`src/rtl/gradient_orientation_field_assert.svh`:
```
// ----------------------------------------------------------------------------
// gradient_orientation_field_assert.svh
// Assertion macros for the orientation field block; empty in synthesis.
// ----------------------------------------------------------------------------
`ifndef GRADIENT_ORIENTATION_FIELD_ASSERT_SVH
`define GRADIENT_ORIENTATION_FIELD_ASSERT_SVH

`ifndef SYNTHESIS
// checked only while out of reset
`define GOF_ASSERT(lbl, clk, rst_n, prop) \
  lbl: assert property (@(posedge clk) disable iff (!rst_n) prop) \
    else $error("gof assertion failed");
// checked at every edge, reset included
`define GOF_ASSERT_ALWAYS(lbl, clk, prop) \
  lbl: assert property (@(posedge clk) prop) \
    else $error("gof assertion failed");
`else
`define GOF_ASSERT(lbl, clk, rst_n, prop)
`define GOF_ASSERT_ALWAYS(lbl, clk, prop)
`endif

`endif

```
`src/rtl/gof_pkg.sv`:
```
// ----------------------------------------------------------------------------
// gof_pkg
// Shared types and constants of the orientation field block.
// ----------------------------------------------------------------------------
package gof_pkg;

  localparam int MAX_WIDTH    = 1024;
  localparam int COL_W        = 10;
  localparam int DIM_W        = 11;
  localparam int TENSOR_ROWS  = 64;
  localparam int TROW_W       = 6;
  localparam int WIN_BEHIND   = 7;
  localparam int WIN_AHEAD    = 8;
  localparam int ANGLE_FRAC   = 7;
  localparam int CORDIC_STEPS = 20;
  localparam int STEP_W       = 5;
  localparam int VEC_W        = 53;
  localparam int Z_W          = 27;
  localparam int SUM_W        = 27;

  localparam logic signed [17:0] ANGLE_FULL = 18'sd90 <<< ANGLE_FRAC;
  localparam logic signed [Z_W-1:0] Z_HALF_TURN = 27'sd180 * 27'sd65536;

  // configuration register indexes
  localparam logic CFG_IMAGE_WIDTH  = 1'b0;
  localparam logic CFG_IMAGE_HEIGHT = 1'b1;

  // atan(2^-i) in 2^-16 degree
  localparam logic signed [Z_W-1:0] ATAN_TABLE [CORDIC_STEPS] = '{
    27'sd2949120, 27'sd1740967, 27'sd919879, 27'sd466945, 27'sd234379,
    27'sd117304,  27'sd58666,   27'sd29335,  27'sd14668,  27'sd7334,
    27'sd3667,    27'sd1833,    27'sd917,    27'sd458,    27'sd229,
    27'sd115,     27'sd57,      27'sd29,     27'sd14,     27'sd7
  };

  // gradient products of one pixel
  typedef struct packed {
    logic signed [16:0] xy;
    logic        [15:0] yy;
    logic        [15:0] xx;
  } tensor_t;

  // vertical sum of one column
  typedef struct packed {
    logic signed [21:0] xy;
    logic        [20:0] yy;
    logic        [20:0] xx;
  } colsum_t;

  typedef struct packed {
    logic busy;
    logic done;
  } cordic_stat_t;

endpackage

```
`src/rtl/gof_cordic.sv`:
```
// ----------------------------------------------------------------------------
// gof_cordic
// Iterative vectoring CORDIC, one step a cycle, folded to (-90,90] degrees.
// ----------------------------------------------------------------------------
module gof_cordic import gof_pkg::*; (
  input  logic                    clk_i,
  input  logic                    rst_ni,
  input  logic                    start_i,
  input  logic signed [SUM_W-1:0] x_i,
  input  logic signed [SUM_W-1:0] y_i,
  output cordic_stat_t            stat_o,
  output logic signed [14:0]      angle_o
);

  logic signed [VEC_W-1:0] x_q, x_d, y_q, y_d;
  logic signed [Z_W-1:0]   z_q, z_d;
  logic [STEP_W-1:0]       i_q, i_d;
  logic                    busy_q, busy_d, done_q, done_d;
  logic signed [14:0]      angle_q, angle_d;

  logic signed [VEC_W-1:0] xs, ys, sx, sy;
  logic signed [Z_W-1:0]   z_step;

  function automatic logic signed [14:0] fold(input logic signed [Z_W-1:0] z);
    logic signed [Z_W:0] zr;
    logic signed [17:0]  p;
    zr = {z[Z_W-1], z} + (28'sd1 <<< (16 - ANGLE_FRAC));
    p  = 18'(zr >>> (17 - ANGLE_FRAC));
    if (p > ANGLE_FULL)   p = p - (ANGLE_FULL <<< 1);
    if (p <= -ANGLE_FULL) p = p + (ANGLE_FULL <<< 1);
    if (p <= 18'sd0) p = p + ANGLE_FULL;
    else             p = p - ANGLE_FULL;
    return p[14:0];
  endfunction

  assign xs = {{2{x_i[SUM_W-1]}}, x_i, 24'b0};
  assign ys = {{2{y_i[SUM_W-1]}}, y_i, 24'b0};
  assign sx = x_q >>> i_q;
  assign sy = y_q >>> i_q;

  always_comb begin
    x_d     = x_q;
    y_d     = y_q;
    z_d     = z_q;
    i_d     = i_q;
    busy_d  = busy_q;
    done_d  = 1'b0;
    angle_d = angle_q;
    z_step  = z_q;
    if (start_i) begin
      i_d = '0;
      if (x_i == '0 && y_i == '0) begin
        done_d  = 1'b1;
        angle_d = fold('0);
      end else if (x_i[SUM_W-1]) begin
        x_d    = -xs;
        y_d    = -ys;
        z_d    = y_i[SUM_W-1] ? -Z_HALF_TURN : Z_HALF_TURN;
        busy_d = 1'b1;
      end else begin
        x_d    = xs;
        y_d    = ys;
        z_d    = '0;
        busy_d = 1'b1;
      end
    end else if (busy_q) begin
      if (!y_q[VEC_W-1]) begin
        x_d    = x_q + sy;
        y_d    = y_q - sx;
        z_step = z_q + ATAN_TABLE[i_q];
      end else begin
        x_d    = x_q - sy;
        y_d    = y_q + sx;
        z_step = z_q - ATAN_TABLE[i_q];
      end
      z_d = z_step;
      i_d = i_q + STEP_W'(1);
      if (i_q == STEP_W'(CORDIC_STEPS - 1)) begin
        busy_d  = 1'b0;
        done_d  = 1'b1;
        angle_d = fold(z_step);
      end
    end
  end

  always_ff @(posedge clk_i or negedge rst_ni) begin
    if (!rst_ni) begin
      busy_q <= 1'b0;
      done_q <= 1'b0;
      i_q    <= '0;
    end else begin
      busy_q <= busy_d;
      done_q <= done_d;
      i_q    <= i_d;
    end
  end

  always_ff @(posedge clk_i) begin
    x_q     <= x_d;
    y_q     <= y_d;
    z_q     <= z_d;
    angle_q <= angle_d;
  end

  assign stat_o.busy = busy_q;
  assign stat_o.done = done_q;
  assign angle_o     = angle_q;

endmodule

```
`config.mk`:
```
export PLATFORM = sky130hd
export DESIGN_NAME = gof_cordic
export DESIGN_NICKNAME = d
export VERILOG_FILES = /design/src/rtl/gradient_orientation_field_assert.svh /design/src/rtl/gof_pkg.sv /design/src/rtl/gof_cordic.sv
export SDC_FILE = /design/constraint.sdc
export NUM_CORES = 1
export LEC_CHECK = 0
export BUFFER_PORTS_ARGS = -buffer_cell sky130_fd_sc_hd__buf_4
export CORE_MARGIN = 5
export CORE_UTILIZATION = 40
export DETAILED_ROUTE_END_ITERATION = 8
export GPL_TIMING_DRIVEN = 0
export SLEW_MARGIN = 5
export SYNTH_ARGS = -nofsm -noshare
export SYNTH_HDL_FRONTEND = slang
export SYNTH_SLANG_ARGS = --single-unit
```
`constraint.sdc`:
```
create_clock -name clk_i -period 24.6 [get_ports clk_i]
set_input_delay 4.92 -clock clk_i [delete_from_list [all_inputs] [get_ports clk_i]]
set_output_delay 4.92 -clock clk_i [all_outputs]
set_load 0.01 [all_outputs]
```
[After elaboration in Yosys (flattened, before gate mapping)]
Memories as Yosys holds them, arrays and structs flattened.
Index checks and enable logic that the tools add are counted.
Word-level totals
  flip-flop bits (word level): 155
  latch bits: 0
  memory bits (writable): 0
  ROM bits: 864
  bits of input ports: 57
  output and inout port bits: 17
  memories kept: 1
Memories
  (no name shown): depth 32, width 27, read ports 1, clocked after memory_dff 0, wr ports 0, line gof_cordic.sv:74  | z_step = z_q - ATAN_TABLE[i_q];
Operators by class
  $add $sub $neg: 14
  $mul: 0
  div/mod/pow operators: 0
  $lt $le $gt $ge: 4
  equal/unequal tests: 3
  shifts and indexed selects: 2
  mux-type cells: 43
  bitwise logic cells: 1
  reductions and logical operators: 7
Operators with widths (number)
  $mux W53: 10
  $mux W27: 10
  $mux W18: 8
  $add A53 B53 Y53: 2
  $neg A51 Y53: 2
  $sshr A53 B5 Y53: 2
  $sub A53 B53 Y53: 2
  $mux W15: 5
  $logic_not A27 Y1: 2
  $add A27 B11 Y28 const B: 1
  $add A27 B27 Y27: 1
  $sub A27 B27 Y27: 1
  $add A18 B16 Y18 const B: 1
  $gt A18 B15 Y1 const B: 1
  $le A18 B1 Y1 const B: 1
  $le A18 B15 Y1 const B: 1
  $sub A18 B16 Y18 const B: 1
  $add A15 B15 Y15 const B: 1
  $sub A15 B15 Y15 const B: 1
  $mux W5: 2
  $mux W1: 8
  $ge A6 B6 Y1 const B: 1
  $not A5 Y6: 1
  $add A5 B1 Y5 const B: 1
  other kinds (7): 8

[Logic depth before layout (Yosys ltp)]
  depth after elaboration: 24
  gate-level depth with buffers: 51
  gate-level depth less buffers: 43

[Least setup slack after synthesis]
OpenSTA, ideal clock, no wires.
  kind: register to register
  start: reg i_q[3]
  end: reg angle_q[14] (netlist: angle_o[14]) (data pin)
  setup time: 0.262 ns
  arrival time: 11.382 ns
  data required time: 24.338 ns
  slack: 12.956 ns
  cell stages (with the launch flop): 49
  buffers on the path: 9
  path through: dfrtp_1 clkbuf_1 inv_2 buf_2 clkbuf_1 clkbuf_1 buf_2 buf_2 buf_2 buf_1 mux4_2 mux2i_1 nor3b_1 and2_1 nor2b_1 nor2_1 xnor2_1 ha_1 [... 13 more ...] inv_1 ha_1 a2111oi_0 a31o_1 o21a_1 or4_1 o211a_1 o41ai_4 inv_1 fa_1 a21o_1 a21oi_1 o21bai_1 a21oi_1 xnor2_1 xnor2_1 nor2b_1 mux2_1
Between the ends
  longest elaborated chain between the ends: 24
  elaborated cells between the ends (all ways): 29
Ends and longest elaborated chain
  from (decl): line gof_cordic.sv:17  | logic [STEP_W-1:0] i_q, i_d;
  from (signal assigned): line gof_cordic.sv:94  | i_q <= i_d;
  $not A5 Y6 (implied by the code) *: line gof_cordic.sv:70, gof_cordic.sv:74
  $mem_v2 Z32 W27 *
  $mux W27 (implied by the code) * (2 in series): line gof_cordic.sv:74
  $add A27 B27 Y27 / $sub A27 B27 Y27 (equally long branches): line gof_cordic.sv:70, gof_cordic.sv:74
  $mux W27 *: line gof_cordic.sv:67  | if (!y_q[VEC_W-1]) begin
  $mux W27 *: line gof_cordic.sv:66  | end else if (busy_q) begin
  $mux W27 *: line gof_cordic.sv:50  | if (start_i) begin
  $add A27 B11 Y28 *: line gof_cordic.sv:27  | zr = {z[Z_W-1], z} + (28'sd1 <<< (16 - ANGLE_FRAC));
  [... 7 more ...]
  $mux W18 *: line gof_cordic.sv:78  | if (i_q == STEP_W'(CORDIC_STEPS - 1)) begin
  $mux W18 *: line gof_cordic.sv:66
  $mux W18 *: line gof_cordic.sv:50
  $sub A15 B15 Y15, or another cell as far along: line gof_cordic.sv:32  | else p = p - ANGLE_FULL;
  $mux W15 *: line gof_cordic.sv:31  | if (p <= 18'sd0) p = p + ANGLE_FULL;
  $mux W15 *: line gof_cordic.sv:78
  $mux W15 *: line gof_cordic.sv:66
  $mux W15 *: line gof_cordic.sv:50
  to (signal assigned): line gof_cordic.sv:102  | angle_q <= angle_d;
  to (decl): line gof_cordic.sv:19  | logic signed [14:0] angle_q, angle_d;
Every way passes the cells marked *; elsewhere a longest branch is shown, timed or not. The select of a mux whose other input is x is not followed.
A chain may end at the register's enable or synchronous reset.

[Worst setup path in the final report]
  start: reg i_q[2]
  end: reg angle_q[14] (netlist: angle_o[14]) (data pin)
Same word-level chain as after synthesis.

==> metrics.yaml <==
final_area_um2: 26200
synth_xor_area_share_pct: 10.9
outcome: "finished clean"
synthMuxAreaShare_pct: 17.2
die-area_um2: 64900
post_cts_buffers: 0
finalSetupViolations: 0
crit_required_ps: 24880
slew_headroom_pct: 8.11
drive_above_1_share_pct: 11.6
syn-cell-area_um2: 24000
cpMaxStageDelayCell: "a2111oi_2"
placed_cells: 3724
ys_async_sr_fraction_pct: 4.52
grt_pass1_wl_mm: 147
yosys-top-cells-area: "edfxtp_1 19%, mux4_2 13%, ha_1 8.0%, xnor2_1 7.1%, nand2_1 5.2%"
synth_compound_area_share_pct: 20.4
clkLatencyLatePin_ps: 520
clk_path_buf_depth: 2
track_usage_pct: 30.2
max_freq_mhz: 63.6
place_congestion: 1.03
maxCapViolCount: 0
endpoint_kind: "register"
cp.arrival_ps: 15990
cp_slowest_stage_delay_ps: 970
maxSlewViolCount: 0
cp-endpoint: "angle_o[14]"
r2r-start: "i_q[2]"
holdWs_ps: 731
synth_ff_type: "edfxtp_1"
crit_start: "i_q[2]"
route.final.wire_length_mm: 101
final.setup.tns_ps: 0
synth_top_family_by_area: "compound AO/OA/AOI/OAI gates"
htree_levels: 4
fin_cells: 3759
yosys.area_share.simple_pct: 20.0
synth_fa_ha_area_share_pct: 8.32
reg2reg_slack_ps: 8880
cts.clk_slew.worst_paths_ps: 80
syn_to_final_growth_pct: 9.16
initial_core_util_pct: 40.5
synth_common_cells: "332 x nand2_1, 275 x nor2_1, 218 x o21ai_0, 216 x a21oi_1, 194 x xnor2_1"
fin_worst_skew_ps: 18.1
first_pass_iters: 7
grt_pass1_vias: 22370
cts-root-buf: "clkbuf_16"
portBuffers: 72
rows: 89
reg2reg_to: "angle_o[14]"
crit_type: "register to register"
syn_area_per_cell_um2: 8.33
worst_pin_slew_ps: 1370
postRouteAntennaNets: 0
grt_max_degree: 56
dpl_cell_area_um2: 25600
die_h_um: 255
fin_crit_sh_pct: 63.9
synth.distinct_cells: 98
rsz0062_at_grt: "no"
wl_per_cell_um: 26.8
coreArea_um2: 59100
cts.sinks: 155
ys_seq_area_share_pct: 19.3
yosys.area.top_type: "edfxtp_1"
vias_per_cell: 6.42
period_minus_slack_ps: 15720
cts_tree: "built"
vias: 24147
die_x_um: 255
ios: 74
numCtsBuffers: 17
synth_seq_cells: 155
synthesis.nets: 3090
yosysMostFrequentCell: "nand2_1"
drt_iter0_markers: 2592
grt.overflow.total: 0
cp_common_cell: "buf_2"
dp_hpwl_mm: 80.5
r2r_cells: 48
cp_max_fo: 10
cts-resized-gates: 0
nets: 3184
cts_hold_buf: 0
synth-edff-count: 148
antenna_found_initial: 5
drc_errors: 0
ys_warn_count: 0
min_path_type: "register to register"
critPathLaunchType: "register"
hold_viol: 0
yosys.area.top_type_share_pct: 18.5
synth_cells: 2876
stage by stage:
step	util, %	setup WS [ps]
floorplan	-	12960
global placement	43.1	9460
detailed placement	43.2	9290
CTS	44.2	9250
global route	44.2	8290
finish	44.2	8880
routing by layer:
| metal | up-vias | track usage (%) | share of wire [%] |
|---|---|---|---|
| met1 | 11934 | 41.9 | 43 |
| met5 | - | 0 | 0.020 |
| met4 | 2 | 10.3 | 3.5 |
| met2 | 1199 | 46.7 | 44 |
| li1 | 10845 | - | - |
| met3 | 167 | 6.69 | 9.1 |
layout by cell type (no fill, tap or decap), drive strengths merged, types with 68 or more instances in the layout:
cell type	count
mux4	137
xnor2	196
nor3	71
a21oi	217
a21o	68
ha	153
mux2i	75
buf	139
o21ai	226
edfxtp	148
inv	87
xor2	99
clkbuf	109
nand2	332
nor2	275
cells by family (layout without fill, tap and decap cells):
family / after synthesis / count (layout)
xor gates and xnor gates: 295 / 295
and+or+nand+nor: 1017 / 1017
other: 0 / 3
AOI/OAI and AO/OA: 777 / 777
buffers and inverters: 237 / 344
muxes: 238 / 238
DFF: 155 / 155
adders and majority gates: 157 / 157
registers in the layout, summed over array words and instances (netlist names):
name	flops
busy_q	1
x_q	53
z_q	27
angle_o	15
y_q	53
i_q	5
done_q	1
cell type report:
cell class              count  area [µm²]
fillers                  5871       33000
flip-flops and latches    155        4620
well taps                 773         967
plain buffers             155         624
inverters                  82         308
multi-input cells        2484       18400
clock inverters            14         158
clock buffers              18         429
diodes                      3        7.51
repair buffers             75         611
worst max-delay path: cells and delay by family, from the launching register on:
kind / cells / cell delay [ps]
AO/OA/AOI/OAI: 19 / 5950
XOR/XNOR: 3 / 430
adder cells (fa/ha/maj): 3 / 920
buffers and inverters: 12 / 5200
flip-flops: 1 / 360
multiplexers: 2 / 720
AND/OR/NAND/NOR: 9 / 1870
worst min-delay path by stage:
stage                 from  endpoint  slack, ps  cells after the start
global placement    y_q[0]    y_q[0]        700                      2
global route        z_q[0]    z_q[0]        760                      3
detailed placement  y_q[0]    y_q[0]        730                      2
CTS                 y_q[0]    y_q[0]        730                      2
finish              y_q[0]    y_q[0]        730                      2
floorplan           y_q[0]    y_q[0]        650                      2
Power is left out: the tool's default activity adds up to more than one toggle a clock period on the data nets, which glitch-free logic cannot reach.
